**src/hw/rtl/eatn_ram.sv**
```systemverilog
// Generic simple dual-port RAM with registered read.
// One write port, one read port. No dependencies.
module eatn_ram #(
    parameter int WIDTH = 16,
    parameter int DEPTH = 256,
    localparam int AW   = (DEPTH > 1) ? $clog2(DEPTH) : 1
) (
    input  logic             aclk,
    input  logic             we,
    input  logic [AW-1:0]    waddr,
    input  logic [WIDTH-1:0] wdata,
    input  logic [AW-1:0]    raddr,
    output logic [WIDTH-1:0] rdata
);

    logic [WIDTH-1:0] mem [DEPTH];
    logic [WIDTH-1:0] rdata_reg;

    always_ff @(posedge aclk) begin
        if (we) begin
            mem[waddr] <= wdata;
        end
        rdata_reg <= mem[raddr];
    end

    assign rdata = rdata_reg;

endmodule

```
**config.mk**
```make
export PLATFORM = sky130hd
export DESIGN_NAME = eatn_ram
export DESIGN_NICKNAME = d
export VERILOG_FILES = /design/src/hw/rtl/eatn_ram.sv
export SDC_FILE = /design/constraint.sdc
export NUM_CORES = 2
export LEC_CHECK = 0
export BUFFER_PORTS_ARGS = -buffer_cell sky130_fd_sc_hd__buf_2
export CORE_MARGIN = 2
export CORE_UTILIZATION = 39
export CTS_BUF_LIST = sky130_fd_sc_hd__clkbuf_2 sky130_fd_sc_hd__clkbuf_4 sky130_fd_sc_hd__clkbuf_8
export DETAILED_ROUTE_END_ITERATION = 7
export GPL_TIMING_DRIVEN = 0
export PLACE_DENSITY = 0.55
export SLEW_MARGIN = 25
export SYNTH_ARGS = -nofsm -noshare
export SYNTH_HDL_FRONTEND = slang
export SYNTH_SLANG_ARGS = --single-unit
```
**constraint.sdc**
```tcl
create_clock -name aclk -period 2.7 [get_ports aclk]
set_clock_uncertainty 0.05 [all_clocks]
set_input_delay 0.135 -clock aclk [delete_from_list [all_inputs] [get_ports aclk]]
set_output_delay 0.135 -clock aclk [all_outputs]
set_load 0.02 [all_outputs]
```
==> flow_metrics.env <==
export IMPL_grt_overflow=0
export IMPL_synth_edf_count=4096
export IMPL_max_slew_margin_rel_pct=18.5
export IMPL_layout_setup_ws_ps=-229
export IMPL_core_sq_um=406000
export IMPL_final_area_sq_um=186000
export IMPL_hold_ws_ps=109
export IMPL_num_vias=84800
export IMPL_avgViaCountPerCell=5.92
export IMPL_drv_cap=0
export IMPL_die_area_sq_um=412000
export IMPL_area_growth_pct=17.4
export IMPL_netSwitchingFraction_pct=23.8
export IMPL_critPathCaptureType="flip-flop"
export IMPL_io_pins=50
export IMPL_setup_viol=114
export IMPL_root_buffer="clkbuf_8"
export IMPL_clk_latency_ps=1260
export IMPL_largest_reg_flops=4096
export IMPL_drtIter0Drc=11600
export IMPL_avgSynthCellArea_sq_um=21.6
export IMPL_worst_pin_slew_ps=1220
export IMPL_drc=0
export IMPL_p_int_mw=101
export IMPL_dp_cells=13000
export IMPL_min_period_ps=2930
export IMPL_synth_nets=7394
export IMPL_power_density_nw_per_um2=708
export IMPL_final_util_pct=45.9
export IMPL_synthCells=7360
export IMPL_initial_core_util_pct=39.1
export IMPL_clk_pin_slew_worst_paths_ps=70
export IMPL_critPathKind="input pin to flip-flop"
export IMPL_yosysTopAreaCell="edfxtp_1"
export IMPL_violations="setup timing"
export IMPL_synth_top_flop_cell="edfxtp_1"
export IMPL_pwr_share_seq_pct=53.4
export IMPL_ys_async_sr_fraction_pct=0
export IMPL_comb_power_share_pct=6.5
export IMPL_cts_tree="done"
export IMPL_p_sw_mw=31.4
export IMPL_finalHoldViolCount=0
export IMPL_firstDrtPassIters=6
export IMPL_synth_cell_area_sq_um=159000
export IMPL_post_route_period_util_pct=108
export IMPL_instances_no_fill=14300
export IMPL_drive_gt1_share_pct=32.7
export IMPL_rsz0062_at_grt="true"
export IMPL_seq_area_frac_synth_pct=77.7
export IMPL_fin_total_pwr_mw=132
export IMPL_die_height_microns=642
export IMPL_nFillCells=34100
export IMPL_worst_ep_arrival_time_ps=3960
export IMPL_hp_class="input pin to flip-flop"
export IMPL_outcome="finished, violations left"
export IMPL_placed_area_sq_um=171000
export IMPL_place_hpwl_microns=353000
export IMPL_wl_microns=522000
export IMPL_finalMaxSlewViolations=0
export IMPL_fmax_mhz=341
export IMPL_final_common_cell="edfxtp_1"
export IMPL_grt_max_degree=117
export IMPL_power_leakage_nw=58.8
export IMPL_critPathLaunchType="input pin"
export IMPL_cp_required_ps=3730
export IMPL_rows=234
export IMPL_critPathMaxFanout=10
export IMPL_clk_path_buf_depth=4
export IMPL_place_congestion=0.950
export IMPL_antenna_found_initial=39
export IMPL_grt_util_all_layers_pct=24.8
export IMPL_grt_pass1_wl_microns=703000
export IMPL_ant_nets=0
export IMPL_synthTopCellsByArea="edfxtp_1, mux4_2, mux2i_1, o221ai_1, nor2_1"
export IMPL_cts_made_buffers=657
export IMPL_clock_sink_count=4112
export IMPL_dp_slack_ps=-2800
export IMPL_wl_per_cell_microns=36.5
export IMPL_final_cell_mix="edfxtp_1, mux4_2, clkbuf_8, mux2i_1, o221ai_1"
export IMPL_io_buffers=39
export IMPL_fin_tns_setup_ps=-5240
export IMPL_peakVddDrop_uv=506
export IMPL_grt_pass1_vias=83800
export IMPL_yosysWarnings=0
export IMPL_clkPwrFrac_pct=40.1
export IMPL_htreeDepth=6
export IMPL_synth_cell_types=52
export IMPL_chipWidth_microns=642
export IMPL_yosys_area_top_type_share_pct=77.5
export IMPL_fin_nets=8389
export IMPL_synth_seq_cells=4112
-- cell usage after synthesis, types with 16 or more instances --
library cell / n
edfxtp_1: 4096
mux4_2: 797
mux2i_1: 565
nor2_1: 304
o221ai_1: 252
clkbuf_1: 230
a21oi_1: 175
o22ai_1: 148
nor3_1: 92
mux2_2: 88
buf_6: 77
buf_2: 76
a22oi_1: 43
nand2_1: 38
o21ai_0: 37
nand3_1: 35
a22o_1: 32
a221oi_1: 28
buf_1: 27
buf_4: 26
nand4_1: 26
o32ai_1: 20
a211oi_1: 18
nor4_1: 17
dfxtp_1: 16
o31ai_1: 16
-- critical path, stage by stage --
cell and delay, ps:
buf_4 330, buf_4 310, buf_4 380, buf_2 530, clkbuf_2 470, buf_16 210, mux4_2 240, o22ai_1 70
nor3_1 560, nor3_2 230, nor4_4 410
-- per-layer routing --
metal | vias to the layer above | part of all wire (%) | global-route usage [%]
li1 | 33500 | - | -
met2 | 4797 | 46 | 37.9
met3 | 938 | 10 | 6.00
met5 | - | 0.020 | 0.116
met4 | 6 | 4.8 | 10.7
met1 | 45600 | 39 | 33.9
-- final timing paths --
path	from	to	slack, ps	cells after the start
setup / recovery	raddr[1]	rdata[11]$_DFF_P_	-230	11
setup reg to reg	mem[96][1]$_DFFE_PP_	rdata[1]$_DFF_P_	-60	6
hold / removal	raddr[5]	rdata[4]$_DFF_P_	110	4
hold reg to reg	mem[216][13]$_DFFE_PP_	rdata[13]$_DFF_P_	1150	6
-- power by group through the flow --
stage | logic, mW | registers, mW | clock network [mW]
global placement | 7.44 | 72.1 | 0
finish | 8.51 | 70.4 | 53.0
detailed placement | 7.97 | 71.8 | 0
CTS | 8.39 | 70.4 | 53.6
floorplan | 3.47 | 71.8 | 0
global route | 8.68 | 70.4 | 56.2
-- cells by family after synthesis --
kind of cell	after synthesis	share of synthesized area [%]
flip-flops	4112	77.7
AO/OA/AOI/OAI	786	3.54
AND/OR/NAND/NOR	556	1.57
buffers and inverters	456	1.69
multiplexers	1450	15.5
-- cell type report --
class | count | area [sq um] | share of cell area (%)
Sequential cell | 4112 | 123000 | 66.2
Multi-Input combinational cell | 2792 | 35200 | 18.9
Clock buffer | 856 | 10600 | 5.68
Tap cell | 5428 | 6790 | 3.64
Timing Repair Buffer | 337 | 5170 | 2.78
Buffer | 451 | 2990 | 1.60
Clock inverter | 327 | 2190 | 1.17
Antenna cell | 21 | 52.6 | 0.0282
Inverter | 4 | 21.3 | 0.0114
-- repair_timing --
item,4_1_cts,5_1_grt
setup endpoints to repair,16,204
pin swaps,15,6
buffers inserted,0,0
gates resized for setup,213,51
hold endpoints to repair,4476,4
hold buffers,76,1
(Power assumes the default switching activity.)
