[config.mk]
export PLATFORM = sky130hd
export DESIGN_NAME = eatn_div
export DESIGN_NICKNAME = d
export VERILOG_FILES = /design/src/hw/rtl/eatn_div.sv
export SDC_FILE = /design/constraint.sdc
export NUM_CORES = 1
export LEC_CHECK = 0
export ABC_AREA = 1
export BUFFER_PORTS_ARGS = -buffer_cell sky130_fd_sc_hd__buf_2
export CORE_UTILIZATION = 52
export CTS_CLUSTER_SIZE = 16
export DETAILED_ROUTE_END_ITERATION = 12
export HOLD_SLACK_MARGIN = 0.05
export MAX_ROUTING_LAYER = met4
export PLACE_DENSITY_LB_ADDON = 0.05
export SLEW_MARGIN = 20
export SYNTH_ARGS = -nofsm -noshare
export SYNTH_HDL_FRONTEND = slang
export SYNTH_SLANG_ARGS = --single-unit
[constraint.sdc]
create_clock -name aclk -period 6.85 [get_ports aclk]
set_input_delay 0 -clock aclk [delete_from_list [all_inputs] [get_ports aclk]]
set_output_delay 0 -clock aclk [all_outputs]
set_load 0.1 [all_outputs]
[src/hw/rtl/eatn_div.sv]
// Iterative signed divider, one quotient bit per cycle, truncating toward zero,
// with saturation of the quotient to 32 signed bits. No dependencies.
module eatn_div #(
    parameter int NUM_W = 46,
    parameter int DEN_W = 22,
    localparam int CW   = $clog2(NUM_W + 1)
) (
    input  logic                    aclk,
    input  logic                    aresetn,
    input  logic                    start,
    input  logic signed [NUM_W-1:0] num,
    input  logic [DEN_W-1:0]        den,
    output logic                    done,
    output logic signed [31:0]      quo
);

    logic               busy_reg;
    logic               fin_reg;
    logic               done_reg;
    logic [CW-1:0]      cnt_reg;
    logic               neg_reg;
    logic [NUM_W-1:0]   q_reg;
    logic [DEN_W-1:0]   rem_reg;
    logic [DEN_W-1:0]   den_reg;
    logic signed [31:0] quo_reg;
    logic [DEN_W:0]     rem_sh;
    logic [DEN_W:0]     diff;

    assign rem_sh = {rem_reg, q_reg[NUM_W-1]};
    assign diff   = rem_sh - {1'b0, den_reg};

    always_ff @(posedge aclk) begin
        if (!aresetn) begin
            busy_reg <= 1'b0;
            fin_reg  <= 1'b0;
            done_reg <= 1'b0;
        end else begin
            done_reg <= 1'b0;
            fin_reg  <= 1'b0;
            if (start) begin
                busy_reg <= 1'b1;
                cnt_reg  <= '0;
                neg_reg  <= num[NUM_W-1];
                q_reg    <= num[NUM_W-1] ? NUM_W'(-num) : NUM_W'(num);
                rem_reg  <= '0;
                den_reg  <= den;
            end else if (busy_reg) begin
                if (rem_sh >= {1'b0, den_reg}) begin
                    rem_reg <= diff[DEN_W-1:0];
                    q_reg   <= {q_reg[NUM_W-2:0], 1'b1};
                end else begin
                    rem_reg <= rem_sh[DEN_W-1:0];
                    q_reg   <= {q_reg[NUM_W-2:0], 1'b0};
                end
                cnt_reg <= cnt_reg + 1'b1;
                if (cnt_reg == CW'(NUM_W - 1)) begin
                    busy_reg <= 1'b0;
                    fin_reg  <= 1'b1;
                end
            end else if (fin_reg) begin
                // clamp the magnitude into the signed 32-bit range
                if (!neg_reg) begin
                    quo_reg <= (q_reg > NUM_W'(32'h7FFF_FFFF)) ? 32'sh7FFF_FFFF
                                                               : $signed(q_reg[31:0]);
                end else begin
                    quo_reg <= (q_reg > NUM_W'(32'h8000_0000)) ? 32'sh8000_0000
                                                               : -$signed(q_reg[31:0]);
                end
                done_reg <= 1'b1;
            end
        end
    end

    assign done = done_reg;
    assign quo  = quo_reg;

endmodule

==> flow_summary.json <==
{
  "outcome": "complete, but fails checks",
  "violations": "DRC",
  "fin_crit_ps": 2800,
  "dp.cells": 1505,
  "grt_pass1_vias": 7572,
  "stdcell_count": 1585,
  "drt-vias-per-instance": 5.25,
  "grt_usage_pct": 28.0,
  "pin_count": 104,
  "yosys-top-cells-area": "edfxtp_1 (42%), nand2_1 (13%), inv_1 (6.8%), nor2_1 (5.9%), nand3_1 (5.6%)",
  "ys.flop_type": "edfxtp_1",
  "synth_xor_area_share_pct": 5.65,
  "drc": 1,
  "cap_violations": 0,
  "clock_latency_ps": 420,
  "hold_viol_final": 0,
  "dieHeight_um": 135,
  "firstDrtPassIters": 9,
  "place_hpwl_mm": 17.4,
  "synth-seq-area-share_pct": 43.0,
  "postLayoutCellArea_um2": 10900,
  "largest_reg_flops": 46,
  "slew_viol_final": 0,
  "mostFrequentLayoutCell": "nand2_1",
  "rows": 48,
  "antenna_found_initial": 0,
  "postRouteAntennaNets": 0,
  "rrSetupSlack_ps": 4050,
  "cts_buffers": 17,
  "holdWs_ps": 47.6,
  "nFillCells": 1585,
  "synth_compound_area_share_pct": 8.53,
  "p_leak_nw": 4.93,
  "fin_worst_skew_ps": 7.37,
  "synth.top_cell.area_share_pct": 42.4,
  "avgSynthCellArea_um2": 7.59,
  "path_max_fanout": 23,
  "grt_pass1_wl_mm": 38.0,
  "final_cell_mix": "nand2_1 (315), inv_1 (166), nor2_1 (144)",
  "clkTransAtPathRegs_ps": 60,
  "yosysTopAreaCell": "edfxtp_1",
  "cp-end-kind": "register",
  "netlist_area_um2": 9140,
  "cts_tree": "done",
  "syn-num-nets": 1302,
  "post_drt_wl_per_cell_um": 14.9,
  "fin_util_pct": 63.2,
  "power_mw": 2.40,
  "synth_cell_type_count": 42,
  "setup_viol": 0,
  "fmax_ghz": 0.358,
  "crit_required_ps": 7020,
  "htreeDepth": 4,
  "crit_path_cell_trace": "ha_1, nand2_1, nor2_1, nand2_1, nor2_1, nand2_1, nand4_2, buf_4, inv_1, a21oi_1, nor2_1",
  "power.density_nw_per_um2": 220,
  "port_buffers": 103,
  "clock_tree.root_cell": "clkbuf_16",
  "dp_slack_ps": 4080,
  "max-slew-margin-rel_pct": 35.0,
  "worst_pin_slew_ps": 973,
  "critical_path_class": "register to register",
  "rsz0062_at_grt": "no",
  "vias": 8314,
  "tns_ps": 0,
  "numClockSinks": 132,
  "cpPeakStageDelay_ps": 400,
  "core_area_um2": 17200,
  "cts_setup_buffers": 0,
  "drt_iter0_drc": 641,
  "synth_edf_count": 129,
  "fp.dieW_um": 135,
  "start_util_pct": 53.0,
  "routed_wl_mm": 23.6,
  "seq_area_um2": 3930,
  "ir_drop_mv": 0.183,
  "grt_max_degree": 81,
  "setup_ws_ps": 4050,
  "globalplace.congestion": 0.967,
  "synth_top_family_by_area": "simple AND/OR/NAND/NOR gates",
  "place_area_um2": 9820,
  "synthArstFlopShare_pct": 0,
  "multiInputGateArea_um2": 4430,
  "dieArea_um2": 18100,
  "synth-adder-area-share_pct": 3.78,
  "synthMuxAreaShare_pct": 0,
  "grt.overflow.total": 0,
  "n_antenna_cell": 0,
  "syn_inst": 1204,
  "slowest_stage": "edfxtp_1",
  "ys_ff_latch": 132,
  "drive_above_1_share_pct": 12.4,
  "clockBufferDepth": 2,
  "worstSetupStartpointType": "register",
  "finalNetCount": 1446,
  "yosysWarnings": 0,
  "syn_to_final_growth_pct": 19.2,
  "hp-class": "input pin to register",
  "worstPathArrival_ps": 2970,
  "synthSimpleGateAreaFrac_pct": 30.3,
  "post-route-period-util_pct": 40.8
}
worst max-delay path, delay by kind of cell (launching register included):
kind	cells	cell delay, ps
fa+ha+maj	1	390
compound gates	1	200
flops	1	400
buf+inv	2	640
simple gates	7	890
cell usage after synthesis (2+ instances only):
master	count
nand2_1	315
inv_1	166
nor2_1	144
edfxtp_1	129
nand3_1	102
o21ai_0	87
xor2_1	46
nand4_1	28
o21ai_1	28
ha_1	26
a21oi_1	24
clkbuf_1	15
xnor2_1	13
nor3_1	9
nor2_2	8
buf_1	6
nor4_1	6
nand2_2	5
buf_2	4
nand3_2	4
o21ai_2	4
buf_6	3
dfxtp_1	3
nand3b_1	3
o21bai_1	3
a31oi_1	2
and2_1	2
buf_8	2
nand2_4	2
nor2_4	2
or2_2	2
worst paths after layout:
path,cells after the start,start,endpoint
min,4,num[32],q_reg[32]
max reg2reg,11,rem_reg[13],rem_reg[12]
min reg2reg,2,fin_reg,done
max,11,rem_reg[13],rem_reg[12]
per-layer routing:
| metal | up-vias | wire, um | GRT usage [%] |
|---|---|---|---|
| met5 | - | 0 | - |
| met4 | 0 | 419 | 8.24 |
| met3 | 30 | 1340 | 4.17 |
| met2 | 272 | 10200 | 41.6 |
| met1 | 3755 | 11700 | 39.8 |
| li1 | 4257 | - | - |
logic make-up (layout without fill, tap and decap cells):
family          Yosys count  after routing
compound gates          150            150
buf+inv                 198            354
xor+xnor                 59             59
simple gates            638            638
fa+ha+maj                27             27
flops                   132            132
area by class of cell:
class                   instances  share of cell area (%)
clock buffers                  17                    3.90
clock inverters                14                    1.49
inverters                     167                    5.75
multi-input cells             874                    40.7
flip-flops and latches        132                    36.1
well taps                     225                    2.58
repair buffers                156                    9.51
power by group:
part           leakage, nW  internal, mW  switching [mW]  total, mW
sequential            1.24         0.953          0.0373      0.990
combinational         3.40         0.176           0.315      0.491
clock                0.284         0.567           0.350      0.918
total                 4.93          1.70           0.703       2.40
timing repair:
action                                 in CTS  in global routing
hold buffers                               49                  0
endpoints found under the hold margin      50                  0
gates resized for setup                     0                  0
Power figures use the tool's default switching activity.
