$ cat config.mk
export PLATFORM = sky130hd
export DESIGN_NAME = eatn_sqrt
export DESIGN_NICKNAME = d
export VERILOG_FILES = /design/src/hw/rtl/eatn_sqrt.sv
export SDC_FILE = /design/constraint.sdc
export NUM_CORES = 1
export LEC_CHECK = 0
export ABC_AREA = 1
export BUFFER_PORTS_ARGS = -buffer_cell sky130_fd_sc_hd__buf_2
export CAP_MARGIN = 0
export CORE_UTILIZATION = 30
export DETAILED_ROUTE_END_ITERATION = 6
export GPL_TIMING_DRIVEN = 0
export HOLD_SLACK_MARGIN = 0.02
export SLEW_MARGIN = 20
export SYNTH_ARGS = -nofsm -noshare
export SYNTH_HDL_FRONTEND = slang
export SYNTH_SLANG_ARGS = --single-unit
$ cat constraint.sdc
create_clock -name aclk -period 10.1 [get_ports aclk]
set_clock_uncertainty 0.05 [all_clocks]
set_input_delay 0.505 -clock aclk [delete_from_list [all_inputs] [get_ports aclk]]
set_output_delay 0.505 -clock aclk [all_outputs]
set_load 0.02 [all_outputs]
$ cat src/hw/rtl/eatn_sqrt.sv
// Iterative integer square root, one result bit per cycle.
// Depends on nothing but its parameters.
module eatn_sqrt #(
    parameter int IN_W = 44,
    localparam int RW  = IN_W / 2,
    localparam int CW  = $clog2(RW + 1)
) (
    input  logic            aclk,
    input  logic            aresetn,
    input  logic            start,
    input  logic [IN_W-1:0] x,
    output logic            done,
    output logic [RW-1:0]   root
);

    logic            busy_reg;
    logic            done_reg;
    logic [CW-1:0]   cnt_reg;
    logic [IN_W-1:0] x_reg;
    logic [RW+1:0]   rem_reg;
    logic [RW-1:0]   root_reg;
    logic [RW+1:0]   rem_sh;
    logic [RW+1:0]   trial;

    assign rem_sh = {rem_reg[RW-1:0], x_reg[IN_W-1:IN_W-2]};
    assign trial  = {root_reg, 2'b01};

    always_ff @(posedge aclk) begin
        if (!aresetn) begin
            busy_reg <= 1'b0;
            done_reg <= 1'b0;
        end else begin
            done_reg <= 1'b0;
            if (start) begin
                busy_reg <= 1'b1;
                cnt_reg  <= '0;
                x_reg    <= x;
                rem_reg  <= '0;
                root_reg <= '0;
            end else if (busy_reg) begin
                x_reg <= {x_reg[IN_W-3:0], 2'b00};
                if (rem_sh >= trial) begin
                    rem_reg  <= rem_sh - trial;
                    root_reg <= {root_reg[RW-2:0], 1'b1};
                end else begin
                    rem_reg  <= rem_sh;
                    root_reg <= {root_reg[RW-2:0], 1'b0};
                end
                cnt_reg <= cnt_reg + 1'b1;
                if (cnt_reg == CW'(RW - 1)) begin
                    busy_reg <= 1'b0;
                    done_reg <= 1'b1;
                end
            end
        end
    end

    assign done = done_reg;
    assign root = root_reg;

endmodule

==> results.md <==
Run status:
- The flow ran to the end, but the final reports show violations.
- The final reports fail on DRC.

CTS:
- Clock tree synthesis inserted a total of 9 buffers.
- The clock tree from TritonCTS is yes.
- Buffers inserted to repair hold after CTS numbered 0.
- The number of setup buffers added after CTS is 0.
- Clock-pin slew was measured on the worst setup and hold paths at ~80 ps.
- The tree is rooted in a sky130_fd_sc_hd__clkbuf_16.
- The clock passes through at most 2 buffers.
- The total number of clock tree sinks is 95.
- The H-tree generated during clock tree synthesis spans 3 levels.
- The later-pin clock latency in the skew report is 360 ps.
- The post-cts sizing count is 0.

Synthesis:
- The Yosys step of the flow raised 0 warnings.
- The post-synth net total is about 800.
- The post-synthesis instance area is 5704 um^2.
- The share of synthesized registers carrying an async set or reset is 0.
- The most used standard cell by instance count after synthesis is sky130_fd_sc_hd__nand2_1.
- The commonest cells after synthesis are 318 x sky130_fd_sc_hd__nand2_1, 101 x sky130_fd_sc_hd__inv_1, 93 x sky130_fd_sc_hd__edfxtp_1.
- The mean instance size in the synthesized netlist is about 7.8 um^2.
- The biggest area consumer among synthesized cells is sky130_fd_sc_hd__edfxtp_1.
- Of the post-synthesis cell area, the dominant cell type holds 0.4896.
- By area the synthesized netlist is led by sky130_fd_sc_hd__edfxtp_1 49%, sky130_fd_sc_hd__nand2_1 21%, sky130_fd_sc_hd__inv_1 6.6%.
- The number of flops mapped to enable cells by yosys is 93.
- The prevailing post-synth register cell is sky130_fd_sc_hd__edfxtp_1.
- The cell count after synthesis came out at 730.
- The number of different library cells used by synthesis comes to 28.
- After synthesis the netlist holds a flip-flop and latch count of 95.
- The sequential share of the synthesized area is 0.4966.

Global route:
- The initial antenna violation count is 1.
- The via count of the first global-routing pass is 4501.
- Across every metal layer, demand over resource in global routing totals 0.1418.
- The global route total overflow is 0.
- The wire length of the first global-routing pass is about 22000 um.
- The largest net degree at the start of global routing is 25.

Timing:
- Setup violations remaining at the end of the flow were counted as 0.
- The count of endpoints failing hold in the final timing report is 0.
- In this run the tightest slew margin relative to its limit is 0.5814.
- The final count of pins violating max slew is 0.
- Based on the critical path, the design can be clocked at up to 0.4235 GHz.
- The slew at the pin with the worst max-slew slack is ~630 ps.
- The clock period could shrink to roughly 2400 ps.
- The final-layout setup total negative slack is 0 ps.
- The final worst-path cycle share is 0.2338.
- Setup repair after global routing left no endpoint under its margin.

Routing:
- The vias per cell is around 4.3.
- The routed length per instance is 12.22 um.
- The routed layout has 4551 vias.
- The count of unresolved DRC violations after routing is 1.
- The first TritonRoute pass finished after 7 iterations.
- The final routed wirelength across all metal layers is approximately 13000 um.
- The count of nets left with antenna violations once routing finished came out at 0.
- After the first detailed-routing iteration, the DRC count stood at 200.

Setup path:
- The worst setup path is captured at a flip-flop.
- STA classifies the critical path startpoint as a flip-flop.
- For the worst setup path, the data arrival time is ~2400 ps.
- The kind of critical path is flip-flop to flip-flop.
- The biggest fanout along the worst timing path is 10.
- The endpoint of the most critical register-to-register path is rem_reg[14]$_SDFFCE_PP0P_.
- The cell count of the worst reg-to-reg path is 12.
- For the worst setup path, the data required time is approximately 10000 ps.
- The origin of the critical flop-to-flop path is rem_reg[4]$_SDFFCE_PP0P_.
- The reg-to-reg setup timing slack is slightly below 8000 ps.

Cells and area:
- The net count of the finished layout is around 900.
- The number of standard cells in the layout, taps in and fillers out is 1052.
- The number of flip-flops in the largest register is 44.
- The fill cell total of the finished layout is about 2k.
- The area growth from synthesis to layout is 18.47%.
- The share of cells above drive strength 1 is 0.1467.
- The repair_antennas step left the layout with diodes totalling 0.

Hold path:
- The cell count of the worst hold path is 3.
- The end point of the worst hold path is x_reg[27]$_DFFE_PP_.
- The worst hold path belongs to the class input pin to flip-flop.
- The startpoint identified for the worst hold timing path is x[27].

Place:
- The port buffer count is approximately 70.
- The half-perimeter wire length after detailed placement is 9991 um.
- Routability-driven placement finished with a final weighted congestion of slightly below 0.9.
- Counting tap cells, the placed design contains a total of ~1.0k instances.

Die:
- During I/O placement, the number of pins put on the boundary was 70.
- The floorplan step set the die width to around 140 um.
- The floorplan step defined a die boundary enclosing approximately 20000 um^2.
- The effective utilization at floorplan is 0.3060.
- The area inside the core boundary is 18640 um^2.
- The number of placement rows is 50.
- The vertical extent of the die is between 100 and 150 um.

Power:
- The worst-case IR drop observed on VDD is 0.08980 mV.
- The total power per unit cell area is ~160 nW/um^2.
- The design draws 1091 uW.
- The leakage power of the design is between 0.003 and 0.004 uW.

Job:
- The number of max-capacitance violations reported is 0.
per-stage QoR:
stage | hold WS (ps) | utilization | area, um^2 | setup slack [ps]
floorplan | 371.9 | - | 5704 | 3956
global placement | 383.2 | 0.3399 | 6337 | 1507
detailed placement | 450.4 | 0.3464 | 6459 | 7425
CTS | 342.7 | 0.3625 | 6758 | 7724
global route | 356.1 | 0.3625 | 6758 | 7595
finish | 356.7 | 0.3625 | 6758 | 7739
worst max-delay path by stage:
stage,slack [ps],to,start,cells past startpoint
2_1_floorplan,3960,cnt_reg[0]$_SDFFCE_PP0P_,start,4
3_3_place_gp,1510,rem_reg[7]$_SDFFCE_PP0P_,start,4
3_5_place_dp,7420,x_reg[7]$_DFFE_PP_,start,6
4_1_cts,7720,rem_reg[14]$_SDFFCE_PP0P_,rem_reg[4]$_SDFFCE_PP0P_,12
5_1_grt,7600,rem_reg[19]$_SDFFCE_PP0P_,root[0]$_SDFFCE_PP0P_,13
6_report,7740,rem_reg[14]$_SDFFCE_PP0P_,rem_reg[4]$_SDFFCE_PP0P_,12
power by group:
group	switching [uW]	total (uW)	internal, uW	leakage, uW
Clock	169	343	175	0.000147
Combinational	168	264	96.1	0.00229
Sequential	12.7	484	471	0.000920
layer usage:
metal  share of wire  GRT usage  up-vias
met2            0.47     0.2368       84
met5          0.0010          0        -
met3           0.042    0.03487       17
met4           0.014    0.04627        2
li1                -          -     2445
met1            0.48     0.1796     2003
cells in the final DEF, fill, tap and decap left out, drive strengths merged:
cell type / n
a21oi: 16
and2: 2
buf: 79
clkbuf: 21
clkinv: 4
dfxtp: 2
edfxtp: 93
ha: 26
inv: 109
nand2: 326
nand3: 25
nand3b: 6
nand4: 6
nor2: 83
nor3: 4
nor4: 1
o21a: 1
o21ai: 2
o21bai: 3
xnor2: 7
xor2: 2
area by class of cell:
cell class / count / area, um^2 / share of cell area
multi-input cells: 510 / 2386 / 0.3531
well taps: 234 / 292.8 / 0.04333
repair buffers: 72 / 450.4 / 0.06665
flip-flops and latches: 95 / 2833 / 0.4192
clock inverters: 7 / 73.82 / 0.01092
plain buffers: 19 / 98.84 / 0.01463
clock buffers: 9 / 225.2 / 0.03333
inverters: 106 / 397.9 / 0.05888
kinds of logic (layout without fill, tap and decap cells):
logic type | count (synthesis) | count (layout) | synth area share
adders and majority gates | 26 | 26 | 0.05703
and+or+nand+nor | 453 | 453 | 0.3244
xor gates and xnor gates | 9 | 9 | 0.01382
buffers and inverters | 125 | 213 | 0.08708
DFF | 95 | 95 | 0.4966
AOI/OAI and AO/OA | 22 | 22 | 0.02106
critical path, cell delays in order (launching register included):
cell	delay (ps)
sky130_fd_sc_hd__edfxtp_1	420
sky130_fd_sc_hd__ha_1	400
sky130_fd_sc_hd__nand2_2	140
sky130_fd_sc_hd__nor2_4	130
sky130_fd_sc_hd__nand3_1	100
sky130_fd_sc_hd__nand2_2	140
sky130_fd_sc_hd__nand2_1	80
sky130_fd_sc_hd__nand4_2	100
sky130_fd_sc_hd__buf_6	180
sky130_fd_sc_hd__buf_6	180
sky130_fd_sc_hd__nand3_1	90
sky130_fd_sc_hd__nand2_1	80
sky130_fd_sc_hd__inv_1	30
(Power assumes the default switching activity.)
