**config.mk**
```make
export PLATFORM = sky130hd
export DESIGN_NAME = eatn_cell
export DESIGN_NICKNAME = d
export VERILOG_FILES = /design/src/hw/rtl/eatn_pkg.sv /design/src/hw/rtl/eatn_cell.sv
export SDC_FILE = /design/constraint.sdc
export NUM_CORES = 1
export LEC_CHECK = 0
export ABC_AREA = 0
export CAP_MARGIN = 0
export CELL_PAD_IN_SITES_DETAIL_PLACEMENT = 1
export CELL_PAD_IN_SITES_GLOBAL_PLACEMENT = 1
export CORE_MARGIN = 2
export CORE_UTILIZATION = 47
export CTS_BUF_LIST = sky130_fd_sc_hd__clkbuf_4
export CTS_CLUSTER_DIAMETER = 50
export CTS_CLUSTER_SIZE = 10
export DETAILED_ROUTE_END_ITERATION = 7
export DONT_BUFFER_PORTS = 1
export PLACE_DENSITY = 0.83
export SLEW_MARGIN = 20
export SYNTH_ARGS = -nofsm -noshare
export SYNTH_HDL_FRONTEND = slang
export SYNTH_SLANG_ARGS = --single-unit
```
**constraint.sdc**
```tcl
create_clock -name aclk -period 3.5 [get_ports aclk]
set_input_delay 0.35 -clock aclk [delete_from_list [all_inputs] [get_ports aclk]]
set_output_delay 0.35 -clock aclk [all_outputs]
set_load 0.02 [all_outputs]
```
**src/hw/rtl/eatn_pkg.sv**
```systemverilog
// Package for the embedding analogy top-N search block.
// Holds channel payload types, chain cell types, register codes and widths.
// No dependencies.
package eatn_pkg;

    localparam int MAX_WORDS_DEF = 1024;
    localparam int MAX_DIM_DEF   = 256;
    localparam int TOP_N_DEF     = 40;

    localparam int WORD_W    = 10;
    localparam int COMP_W    = 8;
    localparam int VALUE_W   = 16;
    localparam int RANK_W    = 6;
    localparam int SCORE_W   = 32;
    localparam int WIU_W     = 11;
    localparam int VLEN_W    = 9;
    localparam int CFG_W     = 11;

    // q = s - f + t of three Q1.14 values
    localparam int Q_W       = 18;
    localparam int SQ_W      = 2 * Q_W;
    localparam int SUMSQ_W   = 44;
    localparam int ROOT_W    = SUMSQ_W / 2;
    localparam int PROD_W    = Q_W + VALUE_W;
    localparam int ACC_W     = 44;
    localparam int NUM_W     = ACC_W + 2;

    localparam logic CMD_LOAD  = 1'b0;
    localparam logic CMD_QUERY = 1'b1;

    localparam logic CFG_WORDS_IN_USE  = 1'b0;
    localparam logic CFG_VECTOR_LENGTH = 1'b1;

    typedef struct packed {
        logic                       command;
        logic [WORD_W-1:0]          load_word;
        logic [COMP_W-1:0]          load_component;
        logic signed [VALUE_W-1:0]  load_value;
        logic [WORD_W-1:0]          first_index;
        logic [WORD_W-1:0]          second_index;
        logic [WORD_W-1:0]          third_index;
    } in_t;

    typedef struct packed {
        logic [RANK_W-1:0]          rank;
        logic [WORD_W-1:0]          word_index;
        logic signed [SCORE_W-1:0]  score;
        logic                       error;
        logic                       last;
    } out_t;

    typedef struct packed {
        logic signed [SCORE_W-1:0]  score;
        logic [WORD_W-1:0]          word;
    } cell_t;

    typedef struct packed {
        logic ins;
        logic shift;
    } cell_ctl_t;

endpackage

```
**src/hw/rtl/eatn_cell.sv**
```systemverilog
// One slot of the sorted best-score chain.
// Depends on eatn_pkg for the cell payload and control types.
module eatn_cell (
    input  logic              aclk,
    input  logic              aresetn,
    input  eatn_pkg::cell_ctl_t ctl,
    input  eatn_pkg::cell_t   cand,
    input  logic              prev_gt,
    input  eatn_pkg::cell_t   prev_data,
    input  eatn_pkg::cell_t   next_data,
    output logic              gt,
    output eatn_pkg::cell_t   data
);

    eatn_pkg::cell_t slot_reg;

    assign gt   = ctl.ins && (cand.score > slot_reg.score);
    assign data = slot_reg;

    always_ff @(posedge aclk) begin
        if (!aresetn) begin
            slot_reg <= '0;
        end else if (ctl.shift) begin
            // advance toward the head while results drain
            slot_reg <= next_data;
        end else if (gt) begin
            // take the candidate at the insert point, push the rest down
            slot_reg <= prev_gt ? prev_data : cand;
        end
    end

endmodule

```
==> key figures, run 1 <==
Place
  • Placed cell count: 520
  • GP Congestion: 0.796
  • Dpl cell area: 0.00382 mm²
  • Dpl hpwl: 8.06 mm
  • Setup Slack @ Placement: 0.481 ns
  • IO buf count: 0

CTS
  • # clock sinks: 42
  • Clk pin slew, worst setup/hold paths: 0.15 ns
  • Root Buffer Master: clkbuf_4
  • Setup bufs post-CTS: 0
  • Clk_lat worst skew: 0.36 ns
  • Max clock buf depth: 2
  • CTS tree: done
  • CTS buffer count: 5
  • H-tree depth: 2

Worst setup path
  • Reg2reg path depth: 9
  • Crit end category: output port
  • Reg2reg setup slack: 0.46 ns
  • Crit Path Max Fanout: 26
  • Worst Setup SP: data[32]
  • Worst R2R End: data[17]
  • Worst Path Required: 3.15 ns
  • CP endpoint: gt
  • Worst setup SP type: flop
  • Arr. time, crit path: 3.01 ns
  • Worst r2r src: data[32]
  • Setup CP Type: reg -> out

Route
  • Final antenna-violating net count: 0
  • Routed vias: 3,510
  • Drt first pass iters: 4
  • Detail-routed net length per standard cell: 22.3 µm
  • Post-DR vias/cell: 6.65
  • DR top layer: met4
  • Drt drc: 0
  • Initial drt markers: 101
  • Metal-1 WL: 4.74 mm
  • Met3 wire len: 1.01 mm
  • DR WL met2: 5.91 mm
  • WL final: 11.8 mm

STA
  • TNS Setup: 0 ns
  • Final Hold Viols: 0
  • Max Freq: 0.298 GHz
  • Headroom to the max-slew limit: 37.0%
  • Min cycle time layout: 3.36 ns
  • Final hold slack: 0.146 ns
  • Worst Max-Slew Pin Slew: 0.945 ns
  • Final Skew: 0.0138 ns
  • Final worst slack: 0.140 ns
  • Final slew viol count: 0
  • Period utilisation layout: 96.0%
  • Final setup fails: 0

Pwr
  • Total power: 1.25 mW
  • Clk network pwr share: 20.8%
  • Lkg Pwr: 1.57 nW
  • Switching power: 0.498 mW
  • Power per cell area: 321 mW/mm²
  • Internal power: 0.748 mW
  • Sw frac: 39.9%
  • Combinational Power Share: 30.0%
  • Worst VDD drop: 0.161 mV
  • Seq pwr share: 49.2%

Die
  • Die Area: 0.00889 mm²
  • Initial Util: 49.1%
  • Ports: 174
  • Core area: 0.00781 mm²
  • Die height: 94.3 µm
  • Rows: 32
  • Die Width: 94.3 µm

Finish
  • Nets: 588
  • Layout overhead on the synthesized area: 1.31%
  • Fin util: 49.7%
  • Filler cells: 950
  • Layout Cells excl Fill: 528
  • Number of flip-flops in the largest register: 42
  • # diodes: 0
  • Design Area, Final: 0.00388 mm²
  • Layout cells sized above 1: 14.8%

Synthesis
  • EDFF count, synth: 0
  • Post-synthesis register bit count: 42
  • Avg Inst Size Synth: 8.35 µm²
  • Post-synthesis sequential area ratio: 21.9%
  • Most used DFF post-synth: dfxtp_1
  • Syn_nets: 622
  • Ys async rst share: 0%
  • Synth unique cells: 33
  • Ys Warns: 0
  • Cells after synthesis: 459
  • Synthesized cell area: 0.00383 mm²

Global routing
  • Vias in the first global route: 3,694
  • Antenna violations before repair: 0
  • First-pass GRT wire length: 18.6 mm
  • GRT Total Usage: 26.2%
  • Grt ovf: 0
  • Largest net degree at the start of global routing: 86

Job
  • Max-Cap Viols: 0

Outcome
  • Status: finished, final reports clean

Min path
  • Min-Delay Path Depth: 2
  • Worst Hold Class: in -> reg
synthesized netlist by cell type, types with 2 or more instances:
| library cell | instances | area share [%] |
|---|---|---|
| nand4_1 | 8 | 1.3 |
| nand3b_1 | 42 | 8.2 |
| buf_1 | 4 | 0.39 |
| o21ai_0 | 4 | 0.52 |
| buf_6 | 5 | 1.5 |
| nand2_1 | 6 | 0.59 |
| nand3_1 | 44 | 5.7 |
| o211ai_2 | 39 | 13 |
| clkbuf_1 | 36 | 3.5 |
| nor2_1 | 43 | 4.2 |
| ha_1 | 32 | 10 |
| dfxtp_1 | 42 | 22 |
| a21o_1 | 2 | 0.39 |
| mux2i_1 | 42 | 11 |
| inv_1 | 35 | 3.4 |
| o211ai_1 | 46 | 9.0 |
| a21oi_1 | 13 | 1.7 |
cells by family (layout without fill, tap and decap cells):
| group | after synthesis | count (layout) | synth area share, % |
|---|---|---|---|
| simple gates | 150 | 150 | 21.4 |
| compound gates | 112 | 112 | 26.2 |
| buf+inv | 81 | 48 | 9.01 |
| mux | 42 | 42 | 11.0 |
| flops | 42 | 42 | 21.9 |
| fa+ha+maj | 32 | 32 | 10.4 |
worst min-delay path by stage:
stage                        startpoint  endpoint  slack [ns]
after floorplan           next_data[39]  data[39]        0.51
after global placement           ctl[0]   data[3]        0.52
after detailed placement         ctl[0]   data[3]        0.52
after CTS                        ctl[0]   data[3]        0.13
after global routing             ctl[0]   data[3]        0.12
final                            ctl[0]   data[3]        0.15
repair_timing:
item / 4_1_cts / 5_1_grt
hold buffers: 0 / 0
setup endpoints to repair: 0 / 1
gates resized for setup: 0 / 7
hold endpoints to repair: 0 / 0
per-layer routing:
| layer | up-vias | track usage (%) |
|---|---|---|
| li1 | 1626 | - |
| met1 | 1717 | 30.8 |
| met2 | 153 | 47.1 |
| met3 | 14 | 7.54 |
| met4 | 0 | 5.56 |
| met5 | - | 0 |
cells in the final DEF (no fill, tap or decap), types with 2 or more instances in the layout:
cell type / n
nor2_1: 43
ha_1: 32
dfxtp_2: 6
inv_1: 35
o21ai_0: 4
buf_4: 4
o211ai_2: 39
nand2_1: 6
nand3b_1: 42
nand4_1: 8
o211ai_1: 46
dfxtp_1: 36
mux2i_1: 42
clkbuf_4: 5
nand3_1: 44
a21oi_1: 13
a21o_1: 2
critical path, stage by stage, from the launching register on:
cell and delay [ns]:
dfxtp_1 0.51, inv_1 0.08, ha_1 0.30, nand4_1 0.14
or3_1 0.44, or4_4 0.52, a31oi_4 0.20, o21a_2 0.21
buf_12 0.25
final cells by class:
cell class | instances | area, µm² | share of cell area, %
flip-flops and latches | 42 | 848 | 21.8
clock buffers | 5 | 37.5 | 0.967
inverters | 35 | 131 | 3.38
well taps | 102 | 128 | 3.29
clock inverters | 3 | 16.3 | 0.419
repair buffers | 5 | 50.0 | 1.29
multi-input cells | 336 | 2670 | 68.8
power by group through the flow:
stage          Sequential [mW]  Clock, mW  Combinational, mW
3_5_place_dp             0.623          0              0.373
4_1_cts                  0.612      0.268              0.375
6_report                 0.613      0.260              0.374
5_1_grt                  0.619      0.289              0.418
3_3_place_gp             0.620          0              0.356
2_1_floorplan            0.608          0              0.331
Power figures use the tool's default switching activity.
==> run 2: changes to the inputs <==
==> constraint.sdc (replaced) <==
create_clock -name aclk -period 3.5 [get_ports aclk]
set_input_delay 0.525 -clock aclk [delete_from_list [all_inputs] [get_ports aclk]]
set_output_delay 0.525 -clock aclk [all_outputs]
set_load 0.02 [all_outputs]
==> run 2 against run 1 <==
Against the previous run:
- flip-flop and latch count stayed put
- combinational power fell by 2%
- via count shrank 2.4%
- register-to-register slack got worse by 0.06 ns
- setup slack gained 0.039 ns
- sequential power about the same
- clock power about the same
- critical path type unchanged
- largest cell class unchanged
==> key figures, run 2 (synthesis results as in run 1) <==
Finish
  • Layout overhead on the synthesized area: 1.70% (was 1.31%)
  • Most common cell after layout, fill and taps aside: o211ai_1 (unchanged)
  • Nets: 591 (was 588)
  • Number of flip-flops in the largest register: 42 (unchanged)
  • # diodes: 0 (unchanged)
  • Design Area, Final: 0.00390 mm² (was 0.00388 mm²)
  • Layout cells sized above 1: 16.6% (was 14.8%)
  • Fin util: 49.9% (was 49.7%)
  • Most frequent cells in the layout: 46 x o211ai_1, 44 x nand3_1, 43 x nor2_1 (unchanged)
  • Filler cells: 950 (unchanged)

Worst setup path
  • Crit-path slowest cell: dfxtp_2 (was or4_4)
  • Worst path max stage delay: 0.43 ns (was 0.52 ns)
  • Setup CP Type: reg -> out (unchanged)
  • Arr. time, crit path: 2.80 ns (was 3.01 ns)
  • Worst Path Required: 2.97 ns (was 3.15 ns)
  • Crit Path Max Fanout: 3 (was 26)
  • Crit-path leading delay family: simple AND/OR/NAND/NOR gates (unchanged)
  • Reg2reg setup slack: 0.40 ns (was 0.46 ns)
  • Crit end category: output port (unchanged)
  • Crit path cell chain: inv_1 -> ha_1 -> nand4_1 -> or3_1 -> nor2_1 -> o31ai_1 -> buf_4 -> a31oi_4 -> o21a_2 (was inv_1 -> ha_1 -> nand4_1 -> or3_1 -> or4_4 -> a31oi_4 -> o21a_2 -> buf_12)
  • Number of cells on the critical path: 9 (was 8)
  • Worst setup SP type: flop (unchanged)
  • Reg2reg path depth: 11 (was 9)
  • Worst Path Buf+Inv: 2 (unchanged)

Place
  • IO buf count: 0 (unchanged)
  • Dpl hpwl: 7.87 mm (was 8.06 mm)
  • GP Congestion: 0.739 (was 0.796)
  • Dpl cell area: 0.00381 mm² (was 0.00382 mm²)

Pwr
  • Power per cell area: 319 mW/mm² (was 321 mW/mm²)
  • Switching power: 0.478 mW (was 0.498 mW)
  • Combinational Power Share: 29.5% (was 30.0%)
  • Lkg Pwr: 1.59 nW (was 1.57 nW)
  • Internal power: 0.764 mW (was 0.748 mW)
  • Worst VDD drop: 0.140 mV (was 0.161 mV)
  • Clk network pwr share: 21.1% (was 20.8%)
  • Seq pwr share: 49.4% (was 49.2%)
  • Sw frac: 38.5% (was 39.9%)

STA
  • Final setup fails: 0 (unchanged)
  • Max Freq: 0.301 GHz (was 0.298 GHz)
  • Worst Max-Slew Pin Slew: 0.898 ns (was 0.945 ns)
  • Min cycle time layout: 3.32 ns (was 3.36 ns)
  • Final Skew: 0.00741 ns (was 0.0138 ns)
  • RSZ-0062 raised after global routing: false
  • Headroom to the max-slew limit: 40.1% (was 37.0%)
  • Final slew viol count: 0 (unchanged)
  • TNS Setup: 0 ns (unchanged)
  • Final Hold Viols: 0 (unchanged)
  • Period utilisation layout: 94.9% (was 96.0%)

Global routing
  • Global routing's busiest layer: met2 (unchanged)
  • Largest net degree at the start of global routing: 86 (unchanged)
  • M1 GR Usage: 31.3% (was 30.8%)
  • Grt ovf: 0 (unchanged)
  • Antenna violations before repair: 0 (unchanged)
  • Vias in the first global route: 3,466 (was 3,694)
  • Met3 usage: 7.06% (was 7.54%)
  • First-pass GRT wire length: 17.7 mm (was 18.6 mm)
  • Met2 Use GR: 43.0% (was 47.1%)
  • GRT Total Usage: 24.9% (was 26.2%)

Route
  • Initial drt markers: 86 (was 101)
  • Drt first pass iters: 4 (unchanged)
  • WL final: 11.1 mm (was 11.8 mm)
  • Post-DR vias/cell: 6.46 (was 6.65)
  • Routed vias: 3,426 (was 3,510)
  • Final antenna-violating net count: 0 (unchanged)
  • Detail-routed net length per standard cell: 21.0 µm (was 22.3 µm)
  • Drt drc: 0 (unchanged)

CTS
  • # hold bufs at CTS: 0 (unchanged)
  • # clock sinks: 42 (unchanged)
  • Clk_lat worst skew: 0.36 ns (about the same)
  • CTS buffer count: 5 (unchanged)
  • Root Buffer Master: clkbuf_4 (unchanged)
  • Max clock buf depth: 2 (unchanged)
  • Clk pin slew, worst setup/hold paths: 0.13 ns (was 0.15 ns)
  • CTS tree: done (unchanged)
  • H-tree depth: 2 (unchanged)

Die
  • Rows: 32 (unchanged)
  • Initial Util: 49.1% (unchanged)
  • Die height: 94.3 µm (unchanged)
  • Die Width: 94.3 µm (unchanged)
  • Die Area: 0.00889 mm² (unchanged)
  • Core area: 0.00781 mm² (unchanged)
  • Ports: 174 (unchanged)

Outcome
  • Status: finished, final reports clean (unchanged)

Min path
  • Worst Hold Class: in -> reg (unchanged)
  • Min-Delay Path Depth: 2 (unchanged)

Job
  • Max-Cap Viols: 0 (unchanged)
[run 2: changes by cell type in the layout (fill, tap and decap cells not counted), sizes merged]
cell	previous run	this run
clkbuf	5	7
clkinvlp	1	0
clkinv	2	0
buf	5	8
[run 2: repair_timing]
item | in CTS | in global routing
buffers inserted | 0 | 3
pin swaps | 0 | 3
resized for setup | 1 | 11
setup endpoints to repair | 1 | 1
[run 2: per-layer routing]
metal | vias up | share of wire [%]
li1 | 1631 | -
met1 | 1672 | 43
met2 | 117 | 49
met3 | 6 | 7.8
met4 | 0 | 0.63
met5 | - | 0
[run 2: final cells by class]
| class | instances | area [µm²] | share of cell area (%) |
|---|---|---|---|
| flip-flops and latches | 42 | 855 | 21.9 |
| inverters | 35 | 131 | 3.37 |
| clock buffers | 7 | 52.6 | 1.35 |
| well taps | 102 | 128 | 3.27 |
| repair buffers | 8 | 60.1 | 1.54 |
| multi-input cells | 336 | 2670 | 68.5 |
[run 2: power groups by stage]
stage | registers [mW] | clock network [mW] | logic [mW]
after global placement | 0.620 | 0 | 0.351
after global routing | 0.620 | 0.285 | 0.412
after CTS | 0.612 | 0.274 | 0.366
after detailed placement | 0.623 | 0 | 0.364
final | 0.613 | 0.263 | 0.366
after floorplan | 0.608 | 0 | 0.331
[run 2: metrics by stage]
stage	power, mW	hold WS, ns	setup slack, ns	std cells
floorplan	0.939	0.591	0.399	459
global placement	0.971	0.607	0.392	520
detailed placement	0.987	0.614	0.314	520
CTS	1.25	0.304	0.0209	527
global route	1.32	0.307	0.00561	530
finish	1.24	0.325	0.179	530
[run 2: final timing paths]
kind,from,to
setup / recovery,data[41],gt
hold / removal,next_data[39],data[39]
setup reg to reg,data[41],data[37]
hold reg to reg,data[36],data[36]
==> run 3: changes to the inputs <==
==> constraint.sdc (replaced) <==
create_clock -name aclk -period 3.5 [get_ports aclk]
set_input_delay 0.525 -clock aclk [delete_from_list [all_inputs] [get_ports aclk]]
set_output_delay 0.525 -clock aclk [all_outputs]
set_load 0.005 [all_outputs]
==> run 3 against run 2 <==
Against the previous run:
- via count up 1.1%
- worst hold slack got worse by 0.0049 ns
- count of clock-buffer cells in the layout down 1
- fmax down 1.5%
- critical path depth fell by 2
- utilization shrank 0.29 points
==> key figures, run 3 (synthesis results as in run 1) <==
Finish
  • Layout overhead on the synthesized area: 1.11% (was 1.70%)
  • Layout cells sized above 1: 14.1% (was 16.6%)
  • Most common cell after layout, fill and taps aside: o211ai_1 (unchanged)
  • Filler cells: 938 (was 950)
  • Number of flip-flops in the largest register: 42 (unchanged)
  • # diodes: 0 (unchanged)
  • Fin util: 49.6% (was 49.9%)
  • Nets: 589 (was 591)
  • Most frequent cells in the layout: 46 x o211ai_1, 44 x nand3_1, 43 x nor2_1 (unchanged)

Route
  • WL final: 11.8 mm (was 11.1 mm)
  • Initial drt markers: 119 (was 86)
  • Final antenna-violating net count: 0 (unchanged)
  • Detail-routed net length per standard cell: 22.3 µm (was 21.0 µm)
  • Routed vias: 3,462 (was 3,426)
  • Drt drc: 0 (unchanged)
  • Post-DR vias/cell: 6.54 (was 6.46)
  • Drt first pass iters: 4 (unchanged)

STA
  • Worst Max-Slew Pin Slew: 0.924 ns (was 0.898 ns)
  • RSZ-0062 raised after global routing: false (unchanged)
  • TNS Setup: 0 ns (unchanged)
  • Final Skew: 0.0148 ns (was 0.00741 ns)
  • Period utilisation layout: 96.4% (was 94.9%)
  • Final setup fails: 0 (unchanged)
  • Headroom to the max-slew limit: 38.4% (was 40.1%)
  • Final slew viol count: 0 (unchanged)
  • Min cycle time layout: 3.37 ns (was 3.32 ns)
  • Final Hold Viols: 0 (unchanged)
  • Final worst slack: 0.127 ns (was 0.179 ns)
  • Max Freq: 0.297 GHz (was 0.301 GHz)

CTS
  • CTS tree: done (unchanged)
  • CTS buffer count: 5 (unchanged)
  • # clock sinks: 42 (unchanged)
  • Clk pin slew, worst setup/hold paths: 0.14 ns (was 0.13 ns)
  • Max clock buf depth: 2 (unchanged)
  • Root Buffer Master: clkbuf_4 (unchanged)
  • # hold bufs at CTS: 0 (unchanged)
  • H-tree depth: 2 (unchanged)
  • Clk_lat worst skew: 0.36 ns (about the same)

Global routing
  • First-pass GRT wire length: 18.4 mm (was 17.7 mm)
  • Grt ovf: 0 (unchanged)
  • GRT Total Usage: 26.2% (was 24.9%)
  • Vias in the first global route: 3,702 (was 3,466)
  • Largest net degree at the start of global routing: 86 (unchanged)
  • Antenna violations before repair: 0 (unchanged)

Die
  • Ports: 174 (unchanged)
  • Die Width: 94.3 µm (unchanged)
  • Rows: 32 (unchanged)
  • Die height: 94.3 µm (unchanged)
  • Core area: 0.00781 mm² (unchanged)
  • Initial Util: 49.1% (unchanged)
  • Die Area: 0.00889 mm² (unchanged)

Worst setup path
  • Crit Path Max Fanout: 20 (was 3)
  • Worst setup SP type: flop (unchanged)
  • Setup CP Type: reg -> out (unchanged)
  • Arr. time, crit path: 2.85 ns (was 2.80 ns)
  • Crit-path slowest cell: or4_4 (was dfxtp_2)
  • Crit end category: output port (unchanged)
  • Worst Path Required: 2.97 ns (about the same)
  • Worst path max stage delay: 0.51 ns (was 0.43 ns)
  • Crit path cell chain: inv_1 -> ha_1 -> nand4_1 -> or3_4 -> or4_4 -> and4_4 -> o21a_2 (was inv_1 -> ha_1 -> nand4_1 -> or3_1 -> nor2_1 -> o31ai_1 -> buf_4 -> a31oi_4 -> o21a_2)

Outcome
  • Status: finished, final reports clean (unchanged)

Min path
  • Worst Hold Class: in -> reg (unchanged)

Place
  • Setup Slack @ Placement: 0.221 ns (was 0.314 ns)
  • GP Congestion: 0.764 (was 0.739)
  • Dpl hpwl: 8.28 mm (was 7.87 mm)
  • IO buf count: 0 (unchanged)

Pwr
  • Power per cell area: 307 mW/mm² (was 319 mW/mm²)
  • Worst VDD drop: 0.142 mV (was 0.140 mV)
  • Lkg Pwr: 1.58 nW (was 1.59 nW)

Job
  • Max-Cap Viols: 0 (unchanged)
==> run 3: area by class of cell <==
class                      instances  area [µm²]  area share [%]
multi-input combinational        336        2680            69.0
sequential                        42         842            21.7
inverter                          35         131            3.39
tap                              102         128            3.29
clock buffer                       6        45.0            1.16
timing repair buffer               6        45.0            1.16
clock inverter                     2        8.76           0.226
==> run 3: timing repair <==
action | 4_1_cts | 5_1_grt
resized for setup | 0 | 2
pin swaps | 1 | 1
setup endpoints to repair | 1 | 1
setup buffers | 1 | 0
==> run 3: report_power, final <==
part | leakage [nW] | internal (mW) | switching [mW]
sequential | 0.348 | 0.521 | 0.0428
clock | 0.0331 | 0.0836 | 0.169
combinational | 1.20 | 0.149 | 0.223
==> run 3: worst max-delay path, delay by kind of cell, from the launching register on <==
kind	cells	cell delay (ns)
flip-flops	1	0.38
adder cells (fa/ha/maj)	1	0.36
buffers and inverters	1	0.05
AND/OR/NAND/NOR	4	1.44
AO/OA/AOI/OAI	1	0.26
==> run 3: worst paths after layout <==
check | slack [ns] | startpoint | cells after the start | end
hold / removal | 0.32 | next_data[34] | 2 | data[34]
setup reg to reg | 0.41 | data[41] | 9 | data[36]
setup / recovery | 0.13 | data[41] | 7 | gt
hold reg to reg | 0.55 | data[2] | 2 | data[2]
==> run 3: per-layer routing <==
metal  global-route usage (%)  wire length, µm  vias up
li1                         -                -     1627
met2                     48.3             6030      118
met4                     5.31              117        0
met3                     7.95              869        9
met1                     29.9             4790     1708
met5                        0                0        -
==> run 3: per-stage QoR <==
step	power, mW	cell area [µm²]	instances	hold slack [ns]
finish	1.19	3870	529	0.321
global route	1.27	3870	529	0.287
CTS	1.20	3870	529	0.309
detailed placement	0.949	3810	520	0.532
global placement	0.924	3810	520	0.526
floorplan	0.890	3830	459	0.509
